===== config.mk =====
export PLATFORM = sky130hd
export DESIGN_NAME = wildcard_byte_signature_search
export DESIGN_NICKNAME = d
export VERILOG_FILES = /design/src/rtl/wbss_pkg.sv /design/src/rtl/wbss_cfg.sv /design/src/rtl/wbss_scan.sv /design/src/rtl/wildcard_byte_signature_search.sv
export SDC_FILE = /design/constraint.sdc
export NUM_CORES = 1
export LEC_CHECK = 0
export BUFFER_PORTS_ARGS = -buffer_cell sky130_fd_sc_hd__buf_2
export CAP_MARGIN = 20
export CORE_MARGIN = 2
export CORE_UTILIZATION = 37
export CTS_BUF_LIST = sky130_fd_sc_hd__clkbuf_4 sky130_fd_sc_hd__clkbuf_8
export DETAILED_ROUTE_END_ITERATION = 6
export HOLD_SLACK_MARGIN = 0.02
export SLEW_MARGIN = 0
export SYNTH_ARGS = -nofsm -noshare
export SYNTH_HDL_FRONTEND = slang
export SYNTH_SLANG_ARGS = --single-unit

===== constraint.sdc =====
create_clock -name clk -period 10.95 [get_ports clk]
set_input_delay 1.095 -clock clk [delete_from_list [all_inputs] [get_ports clk]]
set_output_delay 1.095 -clock clk [all_outputs]
set_load 0.05 [all_outputs]

===== src/rtl/wbss_pkg.sv =====
`default_nettype none
package wbss_pkg;

	// Design limits and fixed field widths.
	localparam int unsigned MAX_SIGNATURE_DEF = 16;
	localparam int unsigned SIG_BYTES         = 16;
	localparam int unsigned CNT_W             = 32;
	localparam int unsigned LEN_W             = 5;
	localparam int unsigned CFG_IDX_W         = 2;
	localparam int unsigned CFG_DATA_W        = 64;
	localparam int unsigned WILD_W            = 16;

	// Configuration register indexes.
	localparam logic [CFG_IDX_W-1:0] REG_SIG_LOW  = 2'd0;
	localparam logic [CFG_IDX_W-1:0] REG_SIG_HIGH = 2'd1;
	localparam logic [CFG_IDX_W-1:0] REG_WILDCARD = 2'd2;
	localparam logic [CFG_IDX_W-1:0] REG_LENGTH   = 2'd3;

	// Active signature setup as seen by the scan logic.
	typedef struct packed {
		logic [SIG_BYTES*8-1:0] sig;
		logic [WILD_W-1:0]      wild;
		logic [LEN_W-1:0]       len;
	} cfg_t;

	// Result produced by the scan logic for the item in the input stage.
	typedef struct packed {
		logic             hit;
		logic             found;
		logic [CNT_W-1:0] offset;
	} res_t;

endpackage
`default_nettype wire


===== src/rtl/wbss_cfg.sv =====
`default_nettype none
module wbss_cfg #(
	parameter int unsigned MAX_SIGNATURE = wbss_pkg::MAX_SIGNATURE_DEF
) (
	input  wire logic                             clk,
	input  wire logic                             arst_n,
	input  wire logic                             cfg_write,
	input  wire logic [wbss_pkg::CFG_IDX_W-1:0]   cfg_index,
	input  wire logic [wbss_pkg::CFG_DATA_W-1:0]  cfg_data,
	output wbss_pkg::cfg_t                        cfg
);
	import wbss_pkg::*;

	logic [CFG_DATA_W-1:0] sig_low_q;
	logic [CFG_DATA_W-1:0] sig_high_q;
	logic [WILD_W-1:0]     wild_q;
	logic [LEN_W-1:0]      len_q;

	// Register writes; unknown indexes are ignored.
	always_ff @(posedge clk or negedge arst_n) begin
		if (!arst_n) begin
			sig_low_q  <= '0;
			sig_high_q <= '0;
			wild_q     <= '0;
			len_q      <= LEN_W'(1);
		end else if (cfg_write) begin
			case (cfg_index)
				REG_SIG_LOW:  sig_low_q  <= cfg_data;
				REG_SIG_HIGH: sig_high_q <= cfg_data;
				REG_WILDCARD: wild_q     <= cfg_data[WILD_W-1:0];
				REG_LENGTH:   len_q      <= cfg_data[LEN_W-1:0];
				default: ;
			endcase
		end
	end

	// Clamp the length into the supported range of one to MAX_SIGNATURE.
	always_comb begin
		cfg.sig  = {sig_high_q, sig_low_q};
		cfg.wild = wild_q;
		if (len_q == '0) begin
			cfg.len = LEN_W'(1);
		end else if (len_q > LEN_W'(MAX_SIGNATURE)) begin
			cfg.len = LEN_W'(MAX_SIGNATURE);
		end else begin
			cfg.len = len_q;
		end
	end

endmodule
`default_nettype wire


===== src/rtl/wbss_scan.sv =====
`default_nettype none
module wbss_scan #(
	parameter int unsigned MAX_SIGNATURE = wbss_pkg::MAX_SIGNATURE_DEF
) (
	input  wire logic           clk,
	input  wire logic           arst_n,
	input  wire wbss_pkg::cfg_t cfg,
	input  wire logic           step,
	input  wire logic [7:0]     byte_in,
	input  wire logic           last_in,
	output wbss_pkg::res_t      res
);
	import wbss_pkg::*;

	localparam int unsigned HIST_D = (MAX_SIGNATURE > 1) ? MAX_SIGNATURE - 1 : 1;
	localparam int unsigned IDX_W  = (MAX_SIGNATURE > 1) ? $clog2(MAX_SIGNATURE) : 1;

	logic [7:0]       hist_q [HIST_D];
	logic [CNT_W-1:0] count_q;
	logic             reported_q;

	logic [7:0]       win [MAX_SIGNATURE];
	logic [CNT_W-1:0] count_inc;
	logic             window_ok;
	logic             match;

	// Window of the newest bytes: entry 0 is the current byte.
	always_comb begin
		win[0] = byte_in;
		for (int j = 1; j < MAX_SIGNATURE; j++) begin
			win[j] = hist_q[j-1];
		end
	end

	// Parallel compare of each unmasked signature byte below the length against its window position.
	always_comb begin
		logic [LEN_W-1:0] back;
		window_ok = 1'b1;
		for (int k = 0; k < MAX_SIGNATURE; k++) begin
			back = cfg.len - LEN_W'(k) - LEN_W'(1);
			if (LEN_W'(k) < cfg.len && !cfg.wild[k]
					&& win[back[IDX_W-1:0]] != cfg.sig[8*k +: 8]) begin
				window_ok = 1'b0;
			end
		end
	end

	// Saturating byte count and the result for this byte.
	always_comb begin
		count_inc  = (count_q == '1) ? count_q : count_q + CNT_W'(1);
		match      = !reported_q && count_inc >= CNT_W'(cfg.len) && window_ok;
		res.hit    = match || (!reported_q && last_in);
		res.found  = match;
		res.offset = match ? count_inc - CNT_W'(cfg.len) : '0;
	end

	// Scan state: cleared after the final byte of an image.
	always_ff @(posedge clk or negedge arst_n) begin
		if (!arst_n) begin
			count_q    <= '0;
			reported_q <= 1'b0;
			for (int j = 0; j < HIST_D; j++) begin
				hist_q[j] <= '0;
			end
		end else if (step) begin
			if (last_in) begin
				count_q    <= '0;
				reported_q <= 1'b0;
				for (int j = 0; j < HIST_D; j++) begin
					hist_q[j] <= '0;
				end
			end else begin
				count_q    <= count_inc;
				reported_q <= reported_q | match;
				hist_q[0]  <= byte_in;
				for (int j = 1; j < HIST_D; j++) begin
					hist_q[j] <= hist_q[j-1];
				end
			end
		end
	end

`ifndef SYNTHESIS
	// The final byte leaves the scan state clear.
	a_clear_after_last: assert property (@(posedge clk) disable iff (!arst_n)
		step && last_in |=> count_q == '0 && !reported_q)
		else $error("scan state not cleared after final byte");

	// A match is never reported twice within one image.
	a_single_report: assert property (@(posedge clk) disable iff (!arst_n)
		res.hit |-> !reported_q)
		else $error("second result within one image");

	// A consumed match marks the image as reported unless it was the final byte.
	a_mark_reported: assert property (@(posedge clk) disable iff (!arst_n)
		step && res.found && !last_in |=> reported_q)
		else $error("match not recorded");
`endif

endmodule
`default_nettype wire


===== src/rtl/wildcard_byte_signature_search.sv =====
`default_nettype none
// Wildcard byte signature search.
// Input channel (in_valid/in_ready): one image byte per transfer, with is_last
// marking the final byte of an image. Output channel (out_valid/out_ready):
// at most one result per image, either found with the offset of the first
// match start, or not found (offset zero) when the final byte arrives first.
// The configuration port takes a write on any cycle with cfg_write high:
// index 0 and 1 hold signature bytes 0-7 and 8-15, index 2 the wildcard mask,
// index 3 the signature length. Write it only while no image is in flight.
// A transferred byte is registered in the input stage; its result is captured
// in the output register when the input stage advances.
// Throughput: one byte per cycle unless a held result stalls the input stage.
// The compare of all signature bytes with input stage and history is combinational.
// Reset clears the pipeline, the history, the byte count and the registers
// (length reads as one). When the receiver stalls, the held result blocks
// the input stage only if that stage also has a result to deliver; bytes
// that produce no result keep flowing.
module wildcard_byte_signature_search #(
	parameter int unsigned MAX_SIGNATURE = wbss_pkg::MAX_SIGNATURE_DEF
) (
	input  wire logic                            clk,
	input  wire logic                            arst_n,
	input  wire logic                            cfg_write,
	input  wire logic [wbss_pkg::CFG_IDX_W-1:0]  cfg_index,
	input  wire logic [wbss_pkg::CFG_DATA_W-1:0] cfg_data,
	input  wire logic                            in_valid,
	output logic                                 in_ready,
	input  wire logic [7:0]                      image_byte,
	input  wire logic                            is_last,
	output logic                                 out_valid,
	input  wire logic                            out_ready,
	output logic                                 found,
	output logic [wbss_pkg::CNT_W-1:0]           match_offset
);
	import wbss_pkg::*;

	cfg_t             cfg;
	res_t             res;
	logic             valid_s1;
	logic [7:0]       byte_s1;
	logic             last_s1;
	logic             s1_adv;
	logic             out_free;
	logic             out_valid_q;
	logic             found_q;
	logic [CNT_W-1:0] offset_q;

	wbss_cfg #(
		.MAX_SIGNATURE(MAX_SIGNATURE)
	) u_cfg (
		.clk      (clk),
		.arst_n   (arst_n),
		.cfg_write(cfg_write),
		.cfg_index(cfg_index),
		.cfg_data (cfg_data),
		.cfg      (cfg)
	);

	wbss_scan #(
		.MAX_SIGNATURE(MAX_SIGNATURE)
	) u_scan (
		.clk    (clk),
		.arst_n (arst_n),
		.cfg    (cfg),
		.step   (s1_adv),
		.byte_in(byte_s1),
		.last_in(last_s1),
		.res    (res)
	);

	// The input stage moves on unless it has a result and the output is full.
	assign out_free = !out_valid_q || out_ready;
	assign s1_adv   = valid_s1 && (!res.hit || out_free);
	assign in_ready = !valid_s1 || s1_adv;

	// Input stage register.
	always_ff @(posedge clk or negedge arst_n) begin
		if (!arst_n) begin
			valid_s1 <= 1'b0;
		end else if (in_valid && in_ready) begin
			valid_s1 <= 1'b1;
		end else if (s1_adv) begin
			valid_s1 <= 1'b0;
		end
	end

	always_ff @(posedge clk) begin
		if (in_valid && in_ready) begin
			byte_s1 <= image_byte;
			last_s1 <= is_last;
		end
	end

	// Result register.
	always_ff @(posedge clk or negedge arst_n) begin
		if (!arst_n) begin
			out_valid_q <= 1'b0;
		end else if (s1_adv && res.hit) begin
			out_valid_q <= 1'b1;
		end else if (out_ready) begin
			out_valid_q <= 1'b0;
		end
	end

	always_ff @(posedge clk) begin
		if (s1_adv && res.hit) begin
			found_q  <= res.found;
			offset_q <= res.offset;
		end
	end

	assign out_valid    = out_valid_q;
	assign found        = found_q;
	assign match_offset = offset_q;

`ifndef SYNTHESIS
	// A result leaving the input stage is always captured in the output register.
	a_result_loaded: assert property (@(posedge clk) disable iff (!arst_n)
		s1_adv && res.hit |=> out_valid_q)
		else $error("result lost between stages");

	// A not-found result carries a zero offset.
	a_zero_offset: assert property (@(posedge clk) disable iff (!arst_n)
		out_valid_q && !found_q |-> offset_q == '0)
		else $error("nonzero offset on not-found result");

	// A stalled result is never overwritten by the input stage.
	a_no_overwrite: assert property (@(posedge clk) disable iff (!arst_n)
		out_valid_q && !out_ready |-> !(s1_adv && res.hit))
		else $error("held result overwritten");
`endif

endmodule
`default_nettype wire

==> run metrics <==
clk_skew=about 0.07 ns; std cell rows=91; DRC Markers=0; Synth async-reset ratio=between 80 and 90%; most numerous cell in the Yosys netlist=dfrtp_1; initial core utilization=about 37%; first-pass GRT wire length=around 120000 um; net count after synthesis=approximately 2300; Total Routing Usage GR=about a quarter; most frequent cells after synthesis=303 x dfrtp_1, 151 x mux2_2, 120 x inv_1; Detailed Route Iter0 Violations=~2300; hpwl dp=around 61000 um; setup TNS=0 ns; ys flop type=dfrtp_1; Synth Area in Adders=less than 1%; Clock Sinks=346; DRT Pass-1 Iters=7; crit path kind=register to output pin; mean post-synth cell area=between 10 and 15 um2; CTS Buffer Depth=3; Seq/Total Area, Yosys=about two fifths; fmax=109 MHz; routed vias/inst=6.42; min cycle time layout=just over 9 ns; I/O pin count=115; CTS tree=built; Max Cap Viol=0; Area contributors post-synth=dfrtp_1 33%, mux4_2 10%, mux2_2 7.4%; P&R area growth vs syn=12.5%; HP Class=primary input to async pin; final hold vios=0; vias in the first global route=around 19000; fraction of the mapped netlist area in compound gates=19.3%; Worst-Skew Late Latency=0.69 ns; final slew viol count=0; Lkg Pwr=9.96 nW; Port Buffer Count=114; RSZ-0062 raised after global routing=false; post-route ant nets=0; CP required=roughly 10 ns; Synth Area in XOR/XNOR=6.44%; total power=4.65 mW; Rel. slew slack=15.7%; Slew @ Worst Pin=roughly 1.3 ns; Yosys top cell by area=dfrtp_1; WL final=between 80000 and 90000 um; Final Cell Area=between 20000 and 30000 um2; Synth cell types=87; cts bufs inserted=between 60 and 70; Fillers=just under 6000; total grt overflow=0; initial antenna violation count=2; Post-CTS Hold Buffers=0; Chip Width=around 250 um; largest net degree at the start of global routing=110; final setup vio count=0; final net count=about 2300; synth warn=0; Clk Tree Root Cell=clkbuf_8; register bit total from synthesis=346; crit path DAT=a little over 8 ns; Max FO, Critical Path=37; Syn Std Cell Area=22900 um2; H-tree Lvls=3; largest family of logic cells by synthesized area=multiplexers; Post-synth EDFFs=42; Final Util=between 40% and 50%; Core ar.=61400 um2; fin crit share=a little over four fifths; PwrDens=181 nW/um2; via count=~20000; die height=roughly 250 um; run status=complete, no violations; area of the die=about 64000 um2; maximum vdd ir drop=79.7 uV; mux contribution to synthesized area=19.8%; post-CTS sizing=0; top cell type's share of synthesized area=around 33%; Placement Cell Area=approximately 24000 um2; startpoint types=register; Synth Area in Simple Gates=9.83%; clk slew on worst S/H paths=0.06 ns; per-cell routed wire length=26.8 um; post-synthesis cell count=roughly 2200; Placer Congestion=between 1 and 1.5; R2R depth=22; CP Capture Type=output pin; post-CTS setup buffers=0; layout cells sized above 1=around 26%
[routing by layer]
metal  part of all wire, %  wire (um)  up-vias  global-route usage [%]
met5                  0.14        117        -                    1.31
met4                   5.3       4400        2                    13.7
met3                    10       8600      222                    7.30
met2                    44      36700     1177                    38.9
met1                    40      33100     9942                    33.7
li1                      -          -     8504                       -
[placed cells by master (no fill, tap or decap), drive strengths merged, types with 66 or more instances in the layout]
cell    count
clkbuf     98
inv       124
xnor2     102
xor2       66
nor2      117
a21oi     116
dfrtp     303
o22ai     104
a22o       84
mux2      151
a22oi     100
nand2      96
mux4      106
buf       178
[final timing paths]
| kind | from | end | slack, ns |
|---|---|---|---|
| worst max register to register | u_scan.count_q[0] | u_scan.hist_q[84] | 2.49 |
| max in group asynchronous | arst_n | u_scan.hist_q[15] | 8.94 |
| worst min register to register | u_cfg.sig_high_q[24] | u_cfg.sig_high_q[24] | 0.52 |
| min in group clk | u_cfg.sig_high_q[24] | u_cfg.sig_high_q[24] | 0.52 |
| worst min-delay path | arst_n | u_cfg.sig_low_q[14] | 0.51 |
| worst max-delay path | u_cfg.len_q[4] | in_ready | 1.77 |
[flip-flops by register name (all words and copies together), names as in the netlist, 5 cells and up]
register and flops:
byte_s1 8, u_scan.count_q 32, u_cfg.len_q 5, match_offset 32, u_cfg.sig_low_q 64, u_cfg.sig_high_q 64
u_cfg.wild_q 16, u_scan.hist_q 120
[layout make-up]
| class | count | area [um2] | area share (%) |
|---|---|---|---|
| multi-input combinational | 1534 | 12900 | 50.2 |
| tap | 790 | 988 | 3.84 |
| sequential | 346 | 8870 | 34.5 |
| timing repair buffer | 179 | 1090 | 4.25 |
| clock inverter | 21 | 179 | 0.696 |
| clock buffer | 97 | 1200 | 4.68 |
| inverter | 123 | 467 | 1.82 |
| antenna | 1 | 2.50 | 0.00973 |
[power breakdown]
group          internal, mW  leakage (nW)  total (mW)  switching, mW
registers              1.43          4.31        1.57          0.141
clock network         0.757         0.725        1.36          0.602
logic                 0.674          4.92        1.72           1.05
total                  2.86          9.96        4.65           1.79
[through the flow]
step	instances	hold WS (ns)	setup WS [ns]
after CTS	3086	0.507	1.74
after global placement	2961	0.499	2.26
after detailed placement	2968	0.514	2.47
final	3091	0.511	1.77
after global routing	3091	0.532	1.22
after floorplan	2159	0.471	4.16
[worst max-delay path, stage by stage (launching register included)]
cell and delay, ns:
dfrtp_1 0.62, or4_4 0.81, nand2_8 0.29, ha_1 0.20, clkinv_1 0.75, buf_4 0.53, mux4_2 0.39, a22oi_1 0.24
a21oi_1 0.10, or4_1 0.55, o41ai_1 0.62, nand4_1 0.19, nor4_2 0.75, nand2_2 0.65, a21oi_1 0.39, inv_1 0.07
buf_2 0.21
[logic make-up after synthesis]
family / count (synthesis)
multiplexers: 301
flip-flops: 346
AO/OA/AOI/OAI: 609
AND/OR/NAND/NOR: 442
adder cells (fa/ha/maj): 14
XOR/XNOR: 168
buffers and inverters: 279
Power figures use the tool's default switching activity.
